**src/pda_pkg.sv**
```systemverilog
// shared types and constants for the pid controller with deadband and anti-windup
// no dependencies; imported by every module of the block

package pda_pkg;

    localparam int SAMPLE_W    = 16;
    localparam int ERR_W       = SAMPLE_W + 1;
    localparam int DIFF_W      = ERR_W + 1;
    localparam int SUM_W       = 40;
    localparam int PROD_W      = SUM_W + SAMPLE_W;
    localparam int ACC_W       = PROD_W + 2;
    localparam int FRAC_BITS   = 9;
    localparam int HALF_W      = SUM_W / 2;
    localparam int CFG_INDEX_W = 3;
    localparam int USER_W      = 3;

    localparam logic signed [SAMPLE_W-1:0] OUT_MIN_RESET = 16'sh8000;
    localparam logic signed [SAMPLE_W-1:0] OUT_MAX_RESET = 16'sh7fff;
    localparam logic signed [SUM_W-1:0]    SUM_MAX       = 40'sh7f_ffff_ffff;
    localparam logic signed [SUM_W-1:0]    SUM_MIN       = 40'sh80_0000_0000;

    localparam logic [CFG_INDEX_W-1:0] REG_TARGET   = 3'd0;
    localparam logic [CFG_INDEX_W-1:0] REG_P_GAIN   = 3'd1;
    localparam logic [CFG_INDEX_W-1:0] REG_I_GAIN   = 3'd2;
    localparam logic [CFG_INDEX_W-1:0] REG_D_GAIN   = 3'd3;
    localparam logic [CFG_INDEX_W-1:0] REG_DEADBAND = 3'd4;
    localparam logic [CFG_INDEX_W-1:0] REG_OUT_MIN  = 3'd5;
    localparam logic [CFG_INDEX_W-1:0] REG_OUT_MAX  = 3'd6;

    typedef enum logic [1:0] {
        CLAMP_NONE = 2'd0,
        CLAMP_HIGH = 2'd1,
        CLAMP_LOW  = 2'd2
    } clamp_t;

    typedef enum logic [2:0] {
        SEQ_RUN = 3'b001,
        SEQ_LO  = 3'b010,
        SEQ_HI  = 3'b100
    } seq_state_t;

    typedef struct packed {
        logic signed [SAMPLE_W-1:0] target;
        logic signed [SAMPLE_W-1:0] p_gain;
        logic signed [SAMPLE_W-1:0] i_gain;
        logic signed [SAMPLE_W-1:0] d_gain;
        logic        [SAMPLE_W-1:0] deadband;
        logic signed [SAMPLE_W-1:0] out_min;
        logic signed [SAMPLE_W-1:0] out_max;
    } cfg_t;

endpackage

```
**src/pda_cfg_regs.sv**
```systemverilog
// configuration register file for the pid controller
// depends on pda_pkg for register indexes, reset values and the cfg_t bundle

module pda_cfg_regs
    import pda_pkg::*;
(
    input  logic                   clk,
    input  logic                   rst_n,
    input  logic                   cfg_valid,
    output logic                   cfg_ready,
    input  logic [CFG_INDEX_W-1:0] cfg_index,
    input  logic [SAMPLE_W-1:0]    cfg_data,
    output cfg_t                   cfg,
    output logic                   i_gain_wr
);

    cfg_t cfg_reg;

    assign cfg_ready = 1'b1;
    assign cfg       = cfg_reg;
    // integral gain change means the cached gain*integral product is stale
    assign i_gain_wr = cfg_valid && (cfg_index == REG_I_GAIN);

    always_ff @(posedge clk or negedge rst_n)
    begin
        if (!rst_n)
        begin
            cfg_reg.target   <= '0;
            cfg_reg.p_gain   <= '0;
            cfg_reg.i_gain   <= '0;
            cfg_reg.d_gain   <= '0;
            cfg_reg.deadband <= '0;
            cfg_reg.out_min  <= OUT_MIN_RESET;
            cfg_reg.out_max  <= OUT_MAX_RESET;
        end
        else if (cfg_valid)
        begin
            unique case (cfg_index)
                REG_TARGET:   cfg_reg.target   <= cfg_data;
                REG_P_GAIN:   cfg_reg.p_gain   <= cfg_data;
                REG_I_GAIN:   cfg_reg.i_gain   <= cfg_data;
                REG_D_GAIN:   cfg_reg.d_gain   <= cfg_data;
                REG_DEADBAND: cfg_reg.deadband <= cfg_data;
                REG_OUT_MIN:  cfg_reg.out_min  <= cfg_data;
                REG_OUT_MAX:  cfg_reg.out_max  <= cfg_data;
                default:
                begin
                end
            endcase
        end
    end

endmodule

```
**config.mk**
```make
export PLATFORM = sky130hd
export DESIGN_NAME = pda_cfg_regs
export DESIGN_NICKNAME = d
export VERILOG_FILES = /design/src/pda_pkg.sv /design/src/pda_cfg_regs.sv
export SDC_FILE = /design/constraint.sdc
export NUM_CORES = 1
export LEC_CHECK = 0
export BUFFER_PORTS_ARGS = -buffer_cell sky130_fd_sc_hd__buf_2
export CELL_PAD_IN_SITES_DETAIL_PLACEMENT = 1
export CELL_PAD_IN_SITES_GLOBAL_PLACEMENT = 1
export CORE_AREA = 3 3 103 105
export DETAILED_ROUTE_END_ITERATION = 12
export DIE_AREA = 0 0 106 108
export GPL_ROUTABILITY_DRIVEN = 1
export GPL_TIMING_DRIVEN = 0
export PLACE_DENSITY_LB_ADDON = 0.1
export RECOVER_POWER = 50
export SLEW_MARGIN = 20
export SYNTH_ARGS = -nofsm -noshare
export SYNTH_HDL_FRONTEND = slang
export SYNTH_SLANG_ARGS = --single-unit
```
**constraint.sdc**
```tcl
create_clock -name clk -period 1.8 [get_ports clk]
set_input_delay 0 -clock clk [delete_from_list [all_inputs] [get_ports clk]]
set_output_delay 0 -clock clk [all_outputs]
set_load 0.005 [all_outputs]
```
* After elaboration in Yosys (flattened, before gate mapping)
Cells that the tools add are included.
Word-level totals: register bits after elaboration 112, word-level logic and storage cells 22
Cells by class: eq/ne operators 6, reduce and logical (&&, ||, !) cells 9
Operators with widths (number):
- 2-bit AND reduction | 7
- 3-bit == test, second input constant | 3
- 3-bit by 2-bit == test with 1-bit output, second input constant | 2
- 3-bit by 1-bit == test with 1-bit output, second input constant | 1
- 3-bit zero test | 1
- 1-bit logical AND | 1

* Depth between registers and ports, before layout
Gate-level depths: netlist of run 1.
word-level depth 2, mapped depth 5, gate-level depth less buffers 2

* Least setup slack after synthesis of run 1
No wires, ideal clock.
kind input to register, from input cfg_index[0], to register cfg_reg (netlist bit cfg[102]), library setup time 0.125 ns, arrival 1.091 ns, data required time 1.675 ns, path slack 0.584 ns, stages on the path 4, buffers on the path 2, path through buf_6 > nor4b_4 > buf_8 > mux2_4
Between the ends: cells in the longest elaborated chain, start to end 2
Ends and longest elaborated chain:
- start, declared | RTL line pda_cfg_regs.sv:11 | input logic [CFG_INDEX_W-1:0] cfg_index,
- 3-bit zero test | RTL line pda_cfg_regs.sv:38 | unique case (cfg_index)
- 2-bit AND reduction (no source line)
- end, declared | RTL line pda_cfg_regs.sv:17 | cfg_t cfg_reg;
Every way passes these cells. A chain may end at the register's enable or synchronous reset.

* Final worst setup path of run 1
from input cfg_index[2], to register cfg_reg (netlist bit cfg[106])
The elaborated chain is that of the path after synthesis.

==> impl_metrics.json, run 1 <==
{
  "worst_slew_pin_slew_ns": 1.08,
  "synth_top_cells_by_count": "mux2_2, dfrtp_1, dfstp_2",
  "antenna_found_initial": 0,
  "syn_inst": 247,
  "status": "finished, final reports clean",
  "power_density_mw_per_mm2": 1160,
  "dr.pass1.iters": 2,
  "hold_viol": 0,
  "synth_area_leaders": "dfrtp_1, mux2_2, dfstp_2",
  "route.detailed.drc": 0,
  "cts_num_sinks": 112,
  "drtIter0Drc": 54,
  "cap_viol_max_count": 0,
  "cts_buffer_depth": 2,
  "rows": 36,
  "hold_path_class": "primary input to flop",
  "antenna_left": 0,
  "synth_area_mm2": 0.00435,
  "post-place-ws_ns": 0.309,
  "clock_latency_ns": 0.37,
  "fin_ws_ns": 0.403,
  "setup_viol": 0,
  "synth.most_common_cell": "mux2_2",
  "synth_edf_count": 0,
  "wl_per_cell_um": 19.4,
  "wl_um": 10500,
  "rr_endpoint": "cfg[106]",
  "reg2reg_setup_slack_ns": 0.99,
  "clockRootBuffer": "clkbuf_8",
  "vias": 2684,
  "hold_ws_ns": 0.0904,
  "avgSynthCellArea_um2": 17.6,
  "start_util": 0.448,
  "comb_power_share": 0.226,
  "grt_pass1_wl_um": 16700,
  "fin_crit_ns": 1.40,
  "cts_max_level": 3,
  "grt_use_total": 0.193,
  "fp.dieW_um": 106,
  "core_area_mm2": 0.00973,
  "critPathLaunchType": "primary input",
  "finalCritPeriodShare": 0.776,
  "synth-seq-cells": 112,
  "crit_end": "cfg[106]",
  "routabilityCongestion": 0.703,
  "min_delay_path_depth": 3,
  "grt_pass1_vias": 2934,
  "die_y_um": 108,
  "seqPwrFrac": 0.531,
  "async_flop_share": 1.00,
  "critPathKind": "primary input to flop",
  "critPathMaxFanout": 10,
  "dp_hpwl_um": 7230,
  "intPower_mw": 4.71,
  "synth_nets": 269,
  "synth_warnings": 0,
  "peakVddDrop_mv": 0.513,
  "endpoint_kind": "flop",
  "synth_largest_area_cell": "dfrtp_1",
  "cts_tree": "done",
  "syn_to_final_growth_pct": 27.4,
  "leakage_nw": 2.62,
  "clk_pin_slew_worst_paths_ns": 0.10,
  "io_buffers": 130,
  "yosysUniqueCellTypes": 14,
  "grt-ovfl-total": 0,
  "r2r_cells": 1,
  "drive_above_1_share": 0.681,
  "finalClockSkew_ns": 0,
  "p_sw_frac": 0.265,
  "ioPinCount": 136,
  "synthFlopType": "dfrtp_1",
  "critical_path_arrival_ns": 1.67,
  "maxSlewHeadroom": 0.279,
  "nets": 428,
  "via_per_inst": 4.93,
  "netSwitchingPower_mw": 1.70,
  "largest_reg_flops": 112,
  "clockPowerShare": 0.243,
  "required_ns": 2.07,
  "diodes": 0,
  "drv_slew": 0,
  "fp.dieArea_mm2": 0.0114,
  "rsz0062_at_grt": "no",
  "cts_made_buffers": 9,
  "critPathLaunch": "cfg_index[2]",
  "r2r-start": "cfg[106]",
  "synth_top_area_frac": 0.552,
  "grt_max_degree": 66,
  "fmax_mhz": 716,
  "ys_seq_area_frac": 0.648
}
-- power groups by stage --
stage	registers, mW	clock network (mW)	logic, mW
after floorplan	3.48	0	0.579
after global placement	3.42	0	1.39
after detailed placement	3.45	0	1.46
after CTS	3.41	1.61	1.49
after global routing	3.48	1.72	1.59
final	3.40	1.56	1.45
-- how the worst min path moves through the flow --
stage | slack [ns] | startpoint | end
floorplan | -0.30 | rst_n | cfg[100]
global placement | 0.31 | cfg_data[5] | cfg[53]
detailed placement | -0.03 | rst_n | cfg[23]
CTS | 0.07 | cfg_index[1] | cfg[99]
global route | 0.09 | cfg_index[0] | cfg[63]
finish | 0.09 | cfg_index[0] | cfg[49]
-- critical path: stages --
cell and delay (ns):
clkbuf_1 0.16, nor4b_2 0.91, buf_8 0.27, mux2_4 0.32
-- routing by layer --
layer / vias up / routed length, um / track usage
li1: 1193 / - / -
met1: 1390 / 4410 / 0.233
met2: 90 / 5280 / 0.332
met3: 11 / 706 / 0.0603
met4: 0 / 149 / 0.0638
met5: - / 0 / 0
-- kinds of logic (layout without fill, tap and decap cells) --
family | count (synthesis) | count (layout) | synth area share
muxes | 112 | 112 | 0.298
other | 1 | 1 | 0.000861
DFF | 112 | 112 | 0.648
and+or+nand+nor | 7 | 7 | 0.0247
buffers and inverters | 15 | 179 | 0.0279
-- what timing repair did --
action                                  4_1_cts  5_1_grt
hold buffers                                 17        0
gates resized for setup                       0        0
endpoints found under the setup margin        0        0
endpoints found under the hold margin       216        0
setup buffers                                 0        0
-- final cells by class --
cell class / instances / area (um2)
buffer: 15 / 113
multi-input combinational: 120 / 1390
clock inverter: 2 / 38.8
fill: 1007 / 4180
timing repair buffer: 148 / 855
tap: 133 / 166
clock buffer: 14 / 163
sequential: 112 / 2820
-- layout by cell type (no fill, tap or decap), types with 3 or more instances in the layout --
cell | Yosys | routed
buf_2 | 7 | 129
clkbuf_8 | 0 | 11
dlygate4sd3_1 | 0 | 17
dfstp_2 | 16 | 15
mux2_2 | 101 | 101
nor4bb_1 | 3 | 3
clkbuf_1 | 0 | 10
mux2_4 | 10 | 10
dfrtp_1 | 96 | 96
buf_6 | 5 | 6
-- stage by stage --
stage	power, mW	instance area (um2)	utilization	cells	TNS, ns
6_report	6.41	5550	0.570	544	0
5_1_grt	6.78	5550	0.570	544	0
4_1_cts	6.51	5580	0.573	544	0
3_5_place_dp	4.91	5200	0.535	511	0
3_3_place_gp	4.81	5170	0.532	510	-52.38
2_1_floorplan	4.06	4350	-	247	0
Note: power is estimated with default switching activity, not from simulation.
==> inputs of run 2 (changes only) <==
--- a/config.mk
+++ b/config.mk
@@ -8,9 +8,9 @@
 export BUFFER_PORTS_ARGS = -buffer_cell sky130_fd_sc_hd__buf_2
 export CELL_PAD_IN_SITES_DETAIL_PLACEMENT = 1
 export CELL_PAD_IN_SITES_GLOBAL_PLACEMENT = 1
-export CORE_AREA = 3 3 103 105
+export CORE_AREA = 3 3 108 110
 export DETAILED_ROUTE_END_ITERATION = 12
-export DIE_AREA = 0 0 106 108
+export DIE_AREA = 0 0 111 113
 export GPL_ROUTABILITY_DRIVEN = 1
 export GPL_TIMING_DRIVEN = 0
 export PLACE_DENSITY_LB_ADDON = 0.1
==> constraint.sdc (replaced) <==
create_clock -name clk -period 1.5 [get_ports clk]
set_input_delay 0 -clock clk [delete_from_list [all_inputs] [get_ports clk]]
set_output_delay 0 -clock clk [all_outputs]
set_load 0.005 [all_outputs]
==> impl_metrics.json, run 2 (synthesis gave the netlist of run 1 again) <==
{
  "grt_pass1_wl_um": 16600,
  "critPathLaunchType": "primary input",
  "clockPowerShare": 0.221,
  "required_ns": 1.76,
  "routabilityCongestion": 0.736,
  "route.detailed.drc": 0,
  "critical_path_arrival_ns": 1.50,
  "fp.dieW_um": 111,
  "utilization": 0.510,
  "fmax_mhz": 811,
  "finalCritPeriodShare": 0.822,
  "fp.dieArea_mm2": 0.0125,
  "grt-ovfl-total": 0,
  "cts_tree": "done",
  "dr.pass1.iters": 2,
  "grt_pass1_vias": 2837,
  "hp-start": "cfg_index[1]",
  "cts_num_sinks": 112,
  "endpoint_kind": "flop",
  "final_cell_mix": "buf_2, mux2_2, dfrtp_1",
  "vias": 2652,
  "grt_max_degree": 72,
  "diodes": 0,
  "wl_per_cell_um": 19.3,
  "cts_made_buffers": 9,
  "cts_resized": 0,
  "comb_power_share": 0.232,
  "core_area_mm2": 0.0108,
  "maxSlewHeadroom": 0.552,
  "antenna_left": 0,
  "die_y_um": 113,
  "start_util": 0.403,
  "hold_buffers": 17,
  "largest_reg_flops": 112,
  "cap_viol_max_count": 0,
  "critPathMaxFanout": 10,
  "clk_pin_slew_worst_paths_ns": 0.10,
  "rr_endpoint": "cfg[93]",
  "clock_latency_ns": 0.37,
  "grt_use_total": 0.173,
  "wl_um": 10600,
  "syn_to_final_growth_pct": 26.5,
  "p_sw_frac": 0.272,
  "nets": 428,
  "worst_slew_pin_slew_ns": 0.670,
  "fillCellCount": 1099,
  "post_cts_buffers": 0,
  "power_density_mw_per_mm2": 1350,
  "fin_crit_ns": 1.23,
  "status": "finished, final reports clean",
  "leakage_nw": 2.60,
  "finalClockSkew_ns": 0,
  "multi_input_area_mm2": 0.00139,
  "drive_above_1_share": 0.695,
  "netSwitchingPower_mw": 2.02,
  "antenna_found_initial": 0,
  "cts_max_level": 3,
  "peakVddDrop_mv": 0.631,
  "critPathKind": "primary input to flop",
  "hold_viol": 0,
  "regArea_mm2": 0.00282,
  "hold_path_end": "cfg[99]",
  "seqPwrFrac": 0.548,
  "dp_hpwl_um": 7220,
  "reg2reg_setup_slack_ns": 0.70,
  "clockRootBuffer": "clkbuf_8",
  "via_per_inst": 4.82,
  "r2r_cells": 1,
  "intPower_mw": 5.42,
  "drv_slew": 0,
  "min_delay_path_depth": 3,
  "hold_path_class": "primary input to flop",
  "setup_viol": 0,
  "rsz0062_at_grt": "no",
  "r2r-start": "cfg[93]",
  "ioPinCount": 136,
  "cts_buffer_depth": 2,
  "io_buffers": 130,
  "layout.cells.most_common": "buf_2",
  "rows": 38,
  "setup_tns_ns": 0,
  "drtIter0Drc": 79
}
## run 2: worst max-delay path, cell delays in order
cell and delay (ns):
clkbuf_1 0.17, nor4bb_1 0.29, clkbuf_1 0.43, buf_6 0.25
mux2_2 0.35
## run 2: how the worst max path moves through the flow
stage	from	to	slack, ns	cells past startpoint
after floorplan	cfg_index[0]	cfg[102]	0.28	4
after global placement	rst_n	cfg[64]	-0.93	1
after detailed placement	cfg_index[0]	cfg[108]	-0.02	4
after CTS	cfg_index[0]	cfg[108]	0.39	4
after global routing	cfg_index[2]	cfg[93]	0.20	5
final	cfg_index[2]	cfg[93]	0.27	5
## run 2: area by class of cell
| type | count | area share |
|---|---|---|
| sequential | 112 | 0.512 |
| multi-input combinational | 120 | 0.252 |
| timing repair buffer | 148 | 0.152 |
| tap | 140 | 0.0318 |
| clock buffer | 12 | 0.0264 |
| buffer | 15 | 0.0216 |
| clock inverter | 3 | 0.00363 |
## run 2: power by group through the flow
| stage | combinational (mW) | sequential, mW | clock, mW |
|---|---|---|---|
| 3_5_place_dp | 1.75 | 4.14 | 0 |
| 3_3_place_gp | 1.70 | 4.09 | 0 |
| 6_report | 1.72 | 4.07 | 1.64 |
| 2_1_floorplan | 0.694 | 4.18 | 0 |
| 4_1_cts | 1.79 | 4.09 | 1.68 |
| 5_1_grt | 1.90 | 4.17 | 1.82 |
## run 2: per-layer routing
layer | global-route usage | share of wire
met5 | 0 | 0
met4 | 0.0665 | 0.016
met3 | 0.0551 | 0.068
met2 | 0.279 | 0.48
met1 | 0.219 | 0.44
## run 2: per-stage QoR
| stage | hold slack, ns | instance area (um2) | power (mW) | instances | worst slack (ns) |
|---|---|---|---|---|---|
| after global placement | 0.310 | 5180 | 5.80 | 517 | -0.930 |
| after global routing | 0.0594 | 5510 | 7.89 | 550 | 0.198 |
| final | 0.0727 | 5510 | 7.44 | 550 | 0.266 |
| after CTS | 0.0698 | 5550 | 7.55 | 550 | 0.391 |
| after detailed placement | -0.0564 | 5210 | 5.89 | 518 | -0.0236 |
| after floorplan | -0.296 | 4350 | 4.87 | 247 | 0.284 |
